[config.mk]
export PLATFORM = sky130hd
export DESIGN_NAME = vcw_divider
export DESIGN_NICKNAME = d
export VERILOG_FILES = /design/src/rtl/core/vcw_pkg.sv /design/src/rtl/core/vcw_divider.sv
export SDC_FILE = /design/constraint.sdc
export NUM_CORES = 1
export LEC_CHECK = 0
export BUFFER_PORTS_ARGS = -buffer_cell sky130_fd_sc_hd__buf_2
export CORE_MARGIN = 1
export CORE_UTILIZATION = 56
export CTS_CLUSTER_DIAMETER = 40
export DETAILED_ROUTE_END_ITERATION = 10
export MAX_ROUTING_LAYER = met4
export PLACE_DENSITY = 0.8
export SETUP_SLACK_MARGIN = 0.05
export SLEW_MARGIN = 40
export SYNTH_ARGS = -nofsm -noshare
export SYNTH_HDL_FRONTEND = slang
export SYNTH_SLANG_ARGS = --single-unit
[constraint.sdc]
create_clock -name clk_i -period 4.8 [get_ports clk_i]
set_input_delay 0.72 -clock clk_i [delete_from_list [all_inputs] [get_ports clk_i]]
set_output_delay 0.72 -clock clk_i [all_outputs]
set_load 0.01 [all_outputs]
[src/rtl/core/vcw_pkg.sv]
// shared types and constants of the vertex cluster weld block
// no dependencies; imported by every module of the block
package vcw_pkg;

  // table sizes
  localparam int HASH_SLOTS     = 8192;
  localparam int MAX_CLUSTERS   = 4096;
  localparam int CELL_INDEX_MAX = 1023;

  // derived widths
  localparam int HASH_W    = $clog2(HASH_SLOTS);
  localparam int CLU_W     = $clog2(MAX_CLUSTERS);
  localparam int CLU_CNT_W = $clog2(MAX_CLUSTERS + 1);
  localparam int CELL_W    = $clog2(CELL_INDEX_MAX + 1);

  // field widths
  localparam int COORD_W = 24;
  localparam int CS_W    = 23;
  localparam int KEY_W   = 40;
  localparam int SUM_W   = 40;
  localparam int CNT_W   = 16;
  localparam int QIDX_W  = 12;
  localparam int DIV_W   = SUM_W;
  localparam int DCNT_W  = $clog2(DIV_W + 1);
  localparam int LANES   = 3;

  // spatial hash primes and multiplicative scrambler
  localparam logic [KEY_W-1:0] PRIME_X = KEY_W'(73856093);
  localparam logic [KEY_W-1:0] PRIME_Y = KEY_W'(19349663);
  localparam logic [KEY_W-1:0] PRIME_Z = KEY_W'(83492791);
  localparam logic [31:0]      SCRAMBLE = 32'd2654435761;

  localparam logic [CNT_W-1:0]  PASS_LIMIT = {CNT_W{1'b1}};
  localparam logic [CS_W-1:0]   CS_RESET   = CS_W'(256);

  typedef enum logic [1:0] {
    FN_ADD   = 2'd0,
    FN_READ  = 2'd1,
    FN_CLEAR = 2'd2,
    FN_NONE  = 2'd3
  } func_e;

  typedef enum logic [1:0] {
    STAT_OK         = 2'd0,
    STAT_FULL       = 2'd1,
    STAT_BAD_INDEX  = 2'd2,
    STAT_PASS_LIMIT = 2'd3
  } status_e;

  typedef enum logic [1:0] {
    CFG_ORIGIN_X  = 2'd0,
    CFG_ORIGIN_Y  = 2'd1,
    CFG_ORIGIN_Z  = 2'd2,
    CFG_CELL_SIZE = 2'd3
  } cfg_e;

  // hash slot word
  typedef struct packed {
    logic             valid;
    logic [KEY_W-1:0] key;
    logic [CLU_W-1:0] cluster;
  } slot_entry_t;

  typedef struct packed {
    logic              re;
    logic              we;
    logic [HASH_W-1:0] addr;
    slot_entry_t       wdata;
  } slot_req_t;

  // cluster accumulator word
  typedef struct packed {
    logic [SUM_W-1:0] sum_x;
    logic [SUM_W-1:0] sum_y;
    logic [SUM_W-1:0] sum_z;
    logic [CNT_W-1:0] count;
  } clu_entry_t;

  typedef struct packed {
    logic             re;
    logic             we;
    logic [CLU_W-1:0] addr;
    clu_entry_t       wdata;
  } clu_req_t;

endpackage

[src/rtl/core/vcw_divider.sv]
// three-lane restoring divider, one quotient bit per lane per cycle
// depends on vcw_pkg
module vcw_divider (
  input  logic                                  clk_i,
  input  logic                                  rst_ni,
  input  logic                                  start_i,
  input  logic [vcw_pkg::LANES-1:0][vcw_pkg::DIV_W-1:0] dividend_i,
  input  logic [vcw_pkg::CS_W-1:0]              divisor_i,
  output logic [vcw_pkg::LANES-1:0][vcw_pkg::DIV_W-1:0] quotient_o,
  output logic                                  done_o
);
  import vcw_pkg::*;

  logic [LANES-1:0][DIV_W-1:0] quo_q, quo_d;
  logic [LANES-1:0][CS_W-1:0]  rem_q, rem_d;
  logic [CS_W-1:0]             dvs_q, dvs_d;
  logic [DCNT_W-1:0]           cnt_q, cnt_d;
  logic                        run_q, run_d;
  logic                        done_q, done_d;
  logic [CS_W:0]               rem_sh;

  // load on start, else one shift-subtract step on every lane while running
  always_comb begin
    quo_d  = quo_q;
    rem_d  = rem_q;
    dvs_d  = dvs_q;
    cnt_d  = cnt_q;
    run_d  = run_q;
    done_d = 1'b0;
    rem_sh = '0;
    if (start_i) begin
      quo_d = dividend_i;
      rem_d = '0;
      dvs_d = divisor_i;
      cnt_d = '0;
      run_d = 1'b1;
    end else if (run_q) begin
      for (int l = 0; l < LANES; l++) begin
        rem_sh = {rem_q[l], quo_q[l][DIV_W-1]};
        if (rem_sh >= {1'b0, dvs_q}) begin
          rem_d[l] = CS_W'(rem_sh - {1'b0, dvs_q});
          quo_d[l] = {quo_q[l][DIV_W-2:0], 1'b1};
        end else begin
          rem_d[l] = rem_sh[CS_W-1:0];
          quo_d[l] = {quo_q[l][DIV_W-2:0], 1'b0};
        end
      end
      cnt_d = cnt_q + 1'b1;
      if (cnt_q == DCNT_W'(DIV_W - 1)) begin
        run_d  = 1'b0;
        done_d = 1'b1;
      end
    end
  end

  always_ff @(posedge clk_i or negedge rst_ni) begin
    if (!rst_ni) begin
      run_q  <= 1'b0;
      done_q <= 1'b0;
      cnt_q  <= '0;
    end else begin
      run_q  <= run_d;
      done_q <= done_d;
      cnt_q  <= cnt_d;
    end
  end

  always_ff @(posedge clk_i) begin
    quo_q <= quo_d;
    rem_q <= rem_d;
    dvs_q <= dvs_d;
  end

  assign quotient_o = quo_q;
  assign done_o     = done_q;

endmodule

* Word-level counts from Yosys, hierarchy flattened
Index checks and enable logic that the tools add are counted.
** Cells by class
- Mux-type cells :: 16
- Equal/unequal tests :: 1
- Reductions and logical operators :: 1
- Order comparisons :: 3
- $add $sub $neg :: 4
** Operators by type and width (number)
- two-way mux 120 bit :: 2
- greater-or-equal comparator 24 x 23 -> 1 bit :: 3
- two-way mux 23 bit :: 3
- subtractor 23 bit :: 3
- two-way mux 6 bit :: 2
- two-way mux 1 bit :: 9
- adder 6 x 1 -> 6 bit (second input constant) :: 1
- equality test 6 bit (second input constant) :: 1
- nonzero test 2 bit :: 1
** Word-level totals
- Word-level logic and storage cells :: 35
- Output and inout port bits :: 121
- Register bits after elaboration :: 220

* Depth between registers and ports, before layout
Gate-level depths: netlist of the first run.
- Depth in word-level cells :: 4
- Mapped depth :: 13
- Gate-level depth less buffers :: 11

* Worst setup path before layout of the first run
OpenSTA, ideal clock, no wires.
- Path type :: input-to-reg
- From :: in start_i
- To :: reg quo_q, in the netlist quotient_o[0] (enable)
- Cell stages on the path :: 4
- Arrival :: 3597 ps
- Required time :: 4327 ps
- Slack :: 730 ps
- Cells stage by stage :: clkbuf_1 -> nor2_1 -> clkbuf_1 -> inv_1
** On the way
- Longest elaborated chain between the ends :: 1
** Ends and longest elaborated chain
- start: declaration :: RTL line vcw_divider.sv:6 : input logic start_i,
- nonzero test 2 bit (no line)
- end signal: assignment :: RTL line vcw_divider.sv:69 : quo_q <= quo_d;
- end: declaration :: RTL line vcw_divider.sv:14 : logic [LANES-1:0][DIV_W-1:0] quo_q, quo_d;
No other way between the ends.
A chain may end at the register's enable or synchronous reset.

* Final worst setup path of the first run
- From :: reg dvs_q[0]
- To :: reg rem_q[22] in the netlist's numbering
** On the way
- Longest elaborated chain between the ends :: 2
- Elaborated cells on any way between the ends :: 3
** Ends and longest elaborated chain
- start: declaration :: RTL line vcw_divider.sv:16 : logic [CS_W-1:0] dvs_q, dvs_d;
- start signal: assignment :: RTL line vcw_divider.sv:71 : dvs_q <= dvs_d;
- subtractor 23 bit / greater-or-equal comparator 24 x 23 -> 1 bit (equally long branches) :: RTL line vcw_divider.sv:41, vcw_divider.sv:40
- two-way mux 23 bit * :: RTL line vcw_divider.sv:40 : if (rem_sh >= {1'b0, dvs_q}) begin
- end signal: assignment :: RTL line vcw_divider.sv:70 : rem_q <= rem_d;
- end: declaration :: RTL line vcw_divider.sv:15 : logic [LANES-1:0][CS_W-1:0] rem_q, rem_d;
Mark *: on every way between the ends. The rest lies on a longest branch, timed or not.

==> summary.txt, run 1 <==
Status: completed
RD Place Congestion: 0.968
Clock Latency Late Sink: 520 ps
Worst setup startpoint: dvs_q[0]
Synth warn: 0
Count of cell types in the netlist: 74
CP Max Fanout: 5
Maxcap violations: 0
Setup slack after layout: 1430 ps
Crit end category: flip-flop
Fin Hold WS: 31.9 ps
Worst Path Arrival: 3750 ps
Pre-CTS setup slack: 1530 ps
First-pass GRT wire length: 55800 um
WL per Instance: 20.6 um
Layout cells sized above 1: 0.322
Largest net degree at the start of global routing: 70
FF-to-FF Start: dvs_q[0]
Fin nets: 1660
Mean area per synthesized cell: 10.8 um2
Detailed Route Iter0 Violations: 827
Synth top area share: 0.338
Final Max Tran Viols: 0
H-tree levels: 2
Final hold violation count: 0
Antenna violations before repair: 6
Clock Tree Buf Depth: 3
Die area: 23300 um2
RSZ-0062 raised after global routing: no
Yosys reg bits: 220
I/O pin count: 267
Critical path class: reg2reg
Total Wirelength: 36200 um
Primary FF master, synth: edfxtp_1
# rows: 54
FMAX: 297 MHz
Power Dens Cells: 543 nW/um2
Clk root buf: clkbuf_16
Die W: 153 um
Worst R2R Setup Slack: 1430 ps
Vias in the first global route: 10400
Vias: 10500
Power Total: 8.41 mW
Post-synth top area cell: edfxtp_1
Final Skew: 33.7 ps
Startpoint Class: flip-flop
Min cycle time layout: 3370 ps
# DRC: 0
Die height: 153 um
Setup-failing EPs final: 0
CTS tree: built
Post-CTS setup buffers: 0
Net Count, Synth: 1399
Post-route setup TNS: 0 ps
Top cells by area, synth: edfxtp_1 (34%), dfxtp_1 (11%), mux2_2 (11%), ha_1 (6.9%), a21oi_1 (3.2%)
Clk pin slew, worst setup/hold paths: 60 ps
Gr ovfl total: 0
Slew of the pin with the lowest slew margin: 789 ps
Leak Pwr: 6.86 nW
Area of the multi-input gates: 6420 um2
Non-Filler Instances: 1755
Area Overhead vs Synth: 22.1%
Core ar.: 22000 um2
Dpl cells: 1683
HP Class: in2async
Number of enable flip-flop cells after synthesis: 143
Drt via density: 5.99
Async S/R FF share, synth: 0.0364
Worst path required time: 5180 ps
Post-route ant nets: 0
Drt pass-1 iters: 8
Num CTS Buffers: 36
Slew margin rel.: 0.473
Gate Count Post-Synth: 1180
Port Buffers: 266
CTS Sinks: 220
Initial Util: 0.576
Worst IR drop on VDD: 0.331 mV
Path depth of the worst reg2reg path: 10
FILL cells: 1608
Post_cts resized: 0
HPWL Detailed: 25700 um
Hold_buf cts: 0
GRT Resource Usage Total: 0.316
Register area: 5880 um2
Final Cycle Share: 0.702
Sequential share of the synthesized area: 0.463
Syn Std Cell Area: 12700 um2
End of the worst register-to-register path: rem_q[22]
==> registers in the layout (all words and copies together) (netlist names) <==
register and count:
cnt_q 6, done_o 1, dvs_q 23, quotient_o 120, rem_q 69, run_q 1
==> placed cells by master (no fill, tap or decap), types with 9 or more instances in the layout <==
cell,instances
buf_2,265
edfxtp_1,143
mux2_2,120
nand2_1,84
a21oi_1,80
nor2_1,75
ha_1,70
dfxtp_1,69
o21ai_0,60
inv_1,48
clkbuf_16,36
a21o_1,34
a211oi_1,29
mux2i_1,29
xnor2_1,25
xor2_1,21
nor3_1,19
and3_1,17
nand3_1,16
o21a_1,14
nor2b_1,13
o21bai_1,10
a311oi_1,10
o211ai_1,9
==> area by class of cell <==
cell class,count,share of cell area
Clock buffer,45,0.0642
Timing Repair Buffer,275,0.0910
Sequential cell,220,0.379
Tap cell,280,0.0226
Multi-Input combinational cell,859,0.414
Inverter,49,0.0122
Antenna cell,7,0.00113
Clock inverter,20,0.0149
==> cell usage after synthesis, drive strengths merged (9+ instances only) <==
master    n
edfxtp  143
mux2    120
nand2    87
a21oi    80
nor2     77
ha       70
dfxtp    69
o21ai    61
inv      49
clkbuf   43
a21o     34
a211oi   30
mux2i    29
xnor2    25
xor2     21
nor3     19
and3     17
nand3    16
o21a     14
nor2b    13
a311oi   11
o21bai   10
buf       9
o211ai    9
==> where the power goes <==
part           switching, mW  leakage (nW)  internal (mW)
Combinational           1.77          4.10           1.37
Sequential             0.273          2.17           2.41
Clock                  0.977         0.593           1.61
Total                   3.02          6.86           5.39
==> kinds of logic after synthesis <==
group,count (synthesis),share of synthesized area
AO/OA/AOI/OAI,323,0.171
XOR/XNOR,46,0.0318
adder cells (fa/ha/maj),73,0.0738
buffers and inverters,101,0.0314
flip-flops,220,0.463
multiplexers,149,0.129
AND/OR/NAND/NOR,268,0.0993
==> critical path, stage by stage, from the launching register on <==
cell,delay [ps]
edfxtp_1,450
ha_1,240
fa_1,390
nor2b_1,200
o21bai_1,110
a32oi_1,520
a41oi_1,320
o311a_1,440
o21ai_0,280
mux2i_1,220
nand2_1,60
==> per-layer routing <==
layer | vias to the layer above | share of wire | track usage
met2 | 464 | 0.48 | 0.513
li1 | 5000 | - | -
met4 | 0 | 0.048 | 0.160
met5 | - | 0 | -
met1 | 4945 | 0.40 | 0.374
met3 | 100 | 0.078 | 0.0648
==> how the worst max path moves through the flow <==
stage	to	slack, ps
final	rem_q[22]	1430
after global routing	rem_q[65]	1240
after CTS	rem_q[11]	1480
after detailed placement	rem_q[11]	1530
after global placement	rem_q[11]	1580
after floorplan	quotient_o[0]	730
==> through the flow <==
step,area (um2),util
floorplan,12700,-
global placement,14200,0.646
detailed placement,14200,0.646
CTS,15500,0.702
global route,15500,0.703
finish,15500,0.703
Note: power is estimated with default switching activity, not from simulation.
==> run 2: changes to the inputs <==
ABC_AREA = 1   (was unset)
CORE_UTILIZATION = 51   (was 56)
PLACE_DENSITY = 0.75   (was 0.8)
clock period = 3 ns   (was 4.8 ns; I/O delays follow)
==> summary.txt, run 2 <==
Crit end category: flip-flop
Sw power: 6.71 mW
Fin Hold WS: 89.4 ps
# rows: 60
Commonest non-fill, non-tap cell in the layout: nand2_1
Synth warn: 0
Pre-CTS setup slack: 360 ps
Critical-path cell list: ha_1, fa_1, inv_1, nand2_1, nand2_1, nand3b_1, nand2_1, nand2_2, nand4_4, buf_12, nand3_1, nand3_1, nand2_1
Logic pwr share: 0.445
HPWL Detailed: 32700 um
Port Buffers: 266
Net Count, Synth: 2293
Largest net degree at the start of global routing: 118
Die W: 170 um
Die area: 28700 um2
GRT Resource Usage Total: 0.311
Yosys reg bits: 220
Detailed Route Iter0 Violations: 1152
Clock Tree Buf Depth: 3
Slew margin rel.: 0.539
RSZ-0062 raised after global routing: no
Max reg flops: 120
Slew of the pin with the lowest slew margin: 690 ps
Core ar.: 27300 um2
Setup slack after layout: 338 ps
Clk pin slew, worst setup/hold paths: 50 ps
Gr ovfl total: 0
Power Dens Cells: 919 nW/um2
Status: completed
End of the worst register-to-register path: rem_q[34]
Register area: 5880 um2
Gate Count Post-Synth: 2074
Maxcap violations: 0
Worst hold start: divisor_i[0]
Final Util: 0.638
Critical path capture point: rem_q[34]
Dpl cells: 2675
Primary FF master, synth: edfxtp_1
WL per Instance: 15.9 um
Seq pwr share: 0.275
Clock share of power: 0.279
CP most frequent cell: nand2_1
Area Overhead vs Synth: 21.6%
Setup-failing EPs final: 0
Stages on the worst setup path: 13
Syn Std Cell Area: 14300 um2
Final Max Tran Viols: 0
CP peak stage delay: 460 ps
Layout cells sized above 1: 0.166
Total Wirelength: 43700 um
Worst IR drop on VDD: 0.713 mV
Critical path class: reg2reg
Post-route setup TNS: 0 ps
Synth top area share: 0.300
Final Skew: 34.4 ps
Drt pass-1 iters: 5
Startpoint Class: flip-flop
Post-CTS setup buffers: 0
Leak Pwr: 9.41 nW
Internal power: 9.28 mW
Clk root buf: clkbuf_16
Worst setup startpoint: dvs_q[0]
Buf/Inv on CP: 2
FF-to-FF Start: dvs_q[0]
Min cycle time layout: 2660 ps
Slowest CP cell: edfxtp_1
Area of the multi-input gates: 7230 um2
Number of enable flip-flop cells after synthesis: 143
FILL cells: 2511
Final Cycle Share: 0.887
Worst path top cell family by delay: simple AND/OR/NAND/NOR gates
CTS Sinks: 220
RD Place Congestion: 1.03
First-pass GRT wire length: 67400 um
Path depth of the worst reg2reg path: 13
I/O pin count: 267
Top cells by area, synth: edfxtp_1 (30%), nand2_1 (26%), dfxtp_1 (9.7%), inv_1 (6.6%), ha_1 (6.1%)
Non-Filler Instances: 2755
CTS tree: built
CP Max Fanout: 32
Drt via density: 5.07
Post-route ant nets: 0
Fin nets: 2564
Vias in the first global route: 13100
Num CTS Buffers: 39
Initial Util: 0.525
# DRC: 0
Worst path required time: 3410 ps
Antenna violations before repair: 7
Worst R2R Setup Slack: 340 ps
FMAX: 376 MHz
Async S/R FF share, synth: 0.0364
Vias: 14000
Worst Path Arrival: 3070 ps
Synth cell count leaders: nand2_1 (984), inv_1 (250), nor2_1 (158)
Most frequent cells in the layout: nand2_1 (984), buf_2 (265), inv_1 (249), nor2_1 (156), edfxtp_1 (143)
Sequential share of the synthesized area: 0.410
Final hold violation count: 0
Post-synth top area cell: edfxtp_1
Clock Latency Late Sink: 540 ps
Net Sw Frac: 0.420
HP Class: in2reg
Count of cell types in the netlist: 33
Mean area per synthesized cell: 6.90 um2
Top-count cell post-synth: nand2_1
Die height: 170 um
H-tree levels: 2
## run 2: layer usage
layer	track usage	routed length [um]
met5	-	0
met4	0.147	2140
met3	0.0641	3520
met1	0.374	17600
met2	0.500	20400
## run 2: final cells by class
class | instances | area share
multi-input combinational | 1548 | 0.415
sequential | 220 | 0.338
timing repair buffer | 282 | 0.0875
clock buffer | 48 | 0.0604
inverter | 254 | 0.0552
tap | 372 | 0.0268
clock inverter | 24 | 0.0160
antenna | 7 | 0.00101
## run 2: per-stage QoR
stage | area [um2] | total power [mW]
final | 17400 | 16.0
after global routing | 17400 | 17.2
after CTS | 17400 | 16.0
after detailed placement | 16000 | 11.4
after global placement | 16000 | 11.3
after floorplan | 14300 | 9.70
## run 2: cell families (layout without fill, tap and decap cells)
family | count (synthesis) | after routing | share of synthesized area
compound gates | 90 | 90 | 0.0328
flops | 220 | 220 | 0.410
xor+xnor | 27 | 27 | 0.0165
other cells | 0 | 7 | 0
simple gates | 1358 | 1358 | 0.389
fa+ha+maj | 73 | 73 | 0.0654
buf+inv | 306 | 608 | 0.0856
## run 2: power groups by stage
| stage | clock [mW] | sequential [mW] | combinational (mW) |
|---|---|---|---|
| finish | 4.47 | 4.40 | 7.13 |
| global route | 4.65 | 4.47 | 8.06 |
| CTS | 4.54 | 4.40 | 7.07 |
| detailed placement | 0 | 4.44 | 7.01 |
| global placement | 0 | 4.44 | 6.91 |
| floorplan | 0 | 4.37 | 5.33 |
## run 2: what timing repair did
item                                   in CTS  in global routing
resized for setup                           0                  0
hold buffers                                1                  0
endpoints found under the hold margin       8                  0
## run 2: worst min-delay path by stage
stage / end / slack (ps) / cells after the start
final: dvs_q[0] / 90 / 1
after global routing: dvs_q[12] / 80 / 1
after CTS: dvs_q[4] / 80 / 1
after detailed placement: cnt_q[5] / 310 / 1
after global placement: cnt_q[3] / 300 / 1
after floorplan: cnt_q[0] / 150 / 0
## run 2: worst reg2reg max path: stages (launching register included)
cell and delay (ps):
edfxtp_1 460, ha_1 250, fa_1 420, inv_1 120, nand2_1 70, nand2_1 60, nand3b_1 70, nand2_1 190
nand2_2 140, nand4_4 230, buf_12 240, nand3_1 130, nand3_1 80, nand2_1 70
==> run 3: changes to the inputs <==
CORE_UTILIZATION = 57   (was 51)
CTS_CLUSTER_SIZE = 10   (was unset)
PLACE_DENSITY = 0.8   (was 0.75)
clock period = 2.6 ns   (was 3 ns; I/O delays follow)
==> summary.txt, run 3 (same netlist as run 2, synthesis figures left out) <==
Fin nets: 2576
Internal power: 11.0 mW
Clock Latency Late Sink: 520 ps
Worst IR drop on VDD: 0.669 mV
Met3 Track Usage GR: 0.0664
Final Skew: 15.9 ps
GR peak layer: met2
Num CTS Buffers: 37
Max reg flops: 120
Clk pin slew, worst setup/hold paths: 50 ps
Leak Pwr: 9.47 nW
Layout cells sized above 1: 0.169
Core ar.: 24500 um2
Initial Util: 0.585
Clk root buf: clkbuf_16
Setup slack after layout: 236 ps
Area of the multi-input gates: 7230 um2
Gr ovfl total: 0
Die area: 25700 um2
Final Max Tran Viols: 0
First-pass GRT wire length: 65800 um
GRT Resource Usage Total: 0.333
Worst R2R Setup Slack: 240 ps
Net Sw Frac: 0.411
FILL cells: 2016
WL per Instance: 15.6 um
# rows: 57
Setup-failing EPs final: 0
Total Wirelength: 42200 um
FMAX: 423 MHz
Die height: 160 um
Final Cycle Share: 0.909
Worst Path Arrival: 2770 ps
Slew of the pin with the lowest slew margin: 831 ps
Vias: 14000
RSZ-0062 raised after global routing: no
Die W: 160 um
Crit end category: flip-flop
Power Dens Cells: 1070 nW/um2
Vias in the first global route: 13100
Power Total: 18.6 mW
H-tree levels: 2
Min cycle time layout: 2360 ps
Slew margin rel.: 0.446
Clock share of power: 0.276
Detailed Route Iter0 Violations: 1347
CTS tree: built
Final hold violation count: 0
Drt pass-1 iters: 5
Critical path class: reg2reg
CP Max Fanout: 21
Critical path capture point: rem_q[14]
Dpl cells: 2636
HPWL Detailed: 31100 um
Logic pwr share: 0.452
Met1 Track Usage GR: 0.412
Worst path required time: 3010 ps
# DRC: 0
Met2 usage in global routing: 0.527
CTS Sinks: 220
Status: completed
Seq pwr share: 0.272
Clock Tree Buf Depth: 3
HP Class: in2reg
Post-route setup TNS: 0 ps
Fin Hold WS: 39.1 ps
Post-route ant nets: 0
Drt via density: 5.18
Most frequent cells in the layout: nand2_1 (983), buf_2 (265), inv_1 (249), nor2_1 (156), edfxtp_1 (143)
Antenna violations before repair: 5
End of the worst register-to-register path: rem_q[14]
Worst setup startpoint: dvs_q[0]
I/O pin count: 267
WHS Path Cells: 1
Pre-CTS setup slack: 102 ps
Area Overhead vs Synth: 21.9%
Non-Filler Instances: 2712
Maxcap violations: 0
FF-to-FF Start: dvs_q[0]
Startpoint Class: flip-flop
Register area: 5880 um2
Largest net degree at the start of global routing: 121
Commonest non-fill, non-tap cell in the layout: nand2_1
Path depth of the worst reg2reg path: 13
Port Buffers: 266
RD Place Congestion: 0.989
Sw power: 7.66 mW
run 3: cell types whose count changed in the layout (fill, tap and decap cells not counted), sizes merged:
cell | previous run | this run
diode | 7 | 5
bufinv | 4 | 6
clkinvlp | 2 | 3
inv | 257 | 256
buf | 281 | 294
clkinv | 15 | 7
run 3: worst max-delay path: stages (launching register included):
cell and delay [ps]:
edfxtp_1 460, ha_1 250, fa_1 420, inv_1 120, nand2_1 80, nand2_1 70
nand3b_1 90, nand2_2 110, nand2_2 110, nand4_4 140, clkbuf_16 210, nand3_1 80
nand3_1 70, nand2_1 50
run 3: metal layers:
| layer | wire [um] | up-vias |
|---|---|---|
| met5 | 0 | - |
| met3 | 3600 | 98 |
| met1 | 17200 | 6303 |
| li1 | - | 7090 |
| met4 | 1850 | 0 |
| met2 | 19500 | 556 |
run 3: worst min-delay path by stage:
stage	from	to	slack, ps
after floorplan	rst_ni	cnt_q[0]	90
after global placement	rst_ni	cnt_q[1]	240
after detailed placement	rst_ni	cnt_q[1]	240
after CTS	divisor_i[9]	dvs_q[9]	30
after global routing	divisor_i[9]	dvs_q[9]	30
final	divisor_i[9]	dvs_q[9]	40
run 3: stage by stage:
stage | utilization | instance area (um2)
after floorplan | - | 14300
final | 0.713 | 17400
after detailed placement | 0.656 | 16000
after CTS | 0.710 | 17400
after global routing | 0.713 | 17400
after global placement | 0.656 | 16000
run 3: power by group through the flow:
| stage | Combinational (mW) | Sequential, mW | Clock [mW] |
|---|---|---|---|
| 2_1_floorplan | 6.15 | 5.04 | 0 |
| 3_3_place_gp | 7.89 | 5.09 | 0 |
| 3_5_place_dp | 8.03 | 5.10 | 0 |
| 4_1_cts | 8.13 | 5.06 | 5.20 |
| 5_1_grt | 9.47 | 5.15 | 5.36 |
| 6_report | 8.43 | 5.07 | 5.14 |
run 3: repair_timing:
| item | in CTS | in global routing |
|---|---|---|
| setup endpoints to repair | 0 | 33 |
| hold buffers | 1 | 0 |
| endpoints found under the hold margin | 8 | 0 |
| buffers inserted | 0 | 4 |
| resized for setup | 0 | 5 |
run 3: final cells by class:
| class | instances | area share |
|---|---|---|
| multi-input combinational | 1548 | 0.415 |
| sequential | 220 | 0.337 |
| timing repair buffer | 296 | 0.0952 |
| clock buffer | 47 | 0.0582 |
| inverter | 254 | 0.0550 |
| tap | 324 | 0.0232 |
| clock inverter | 18 | 0.0164 |
| antenna | 5 | 0.000717 |
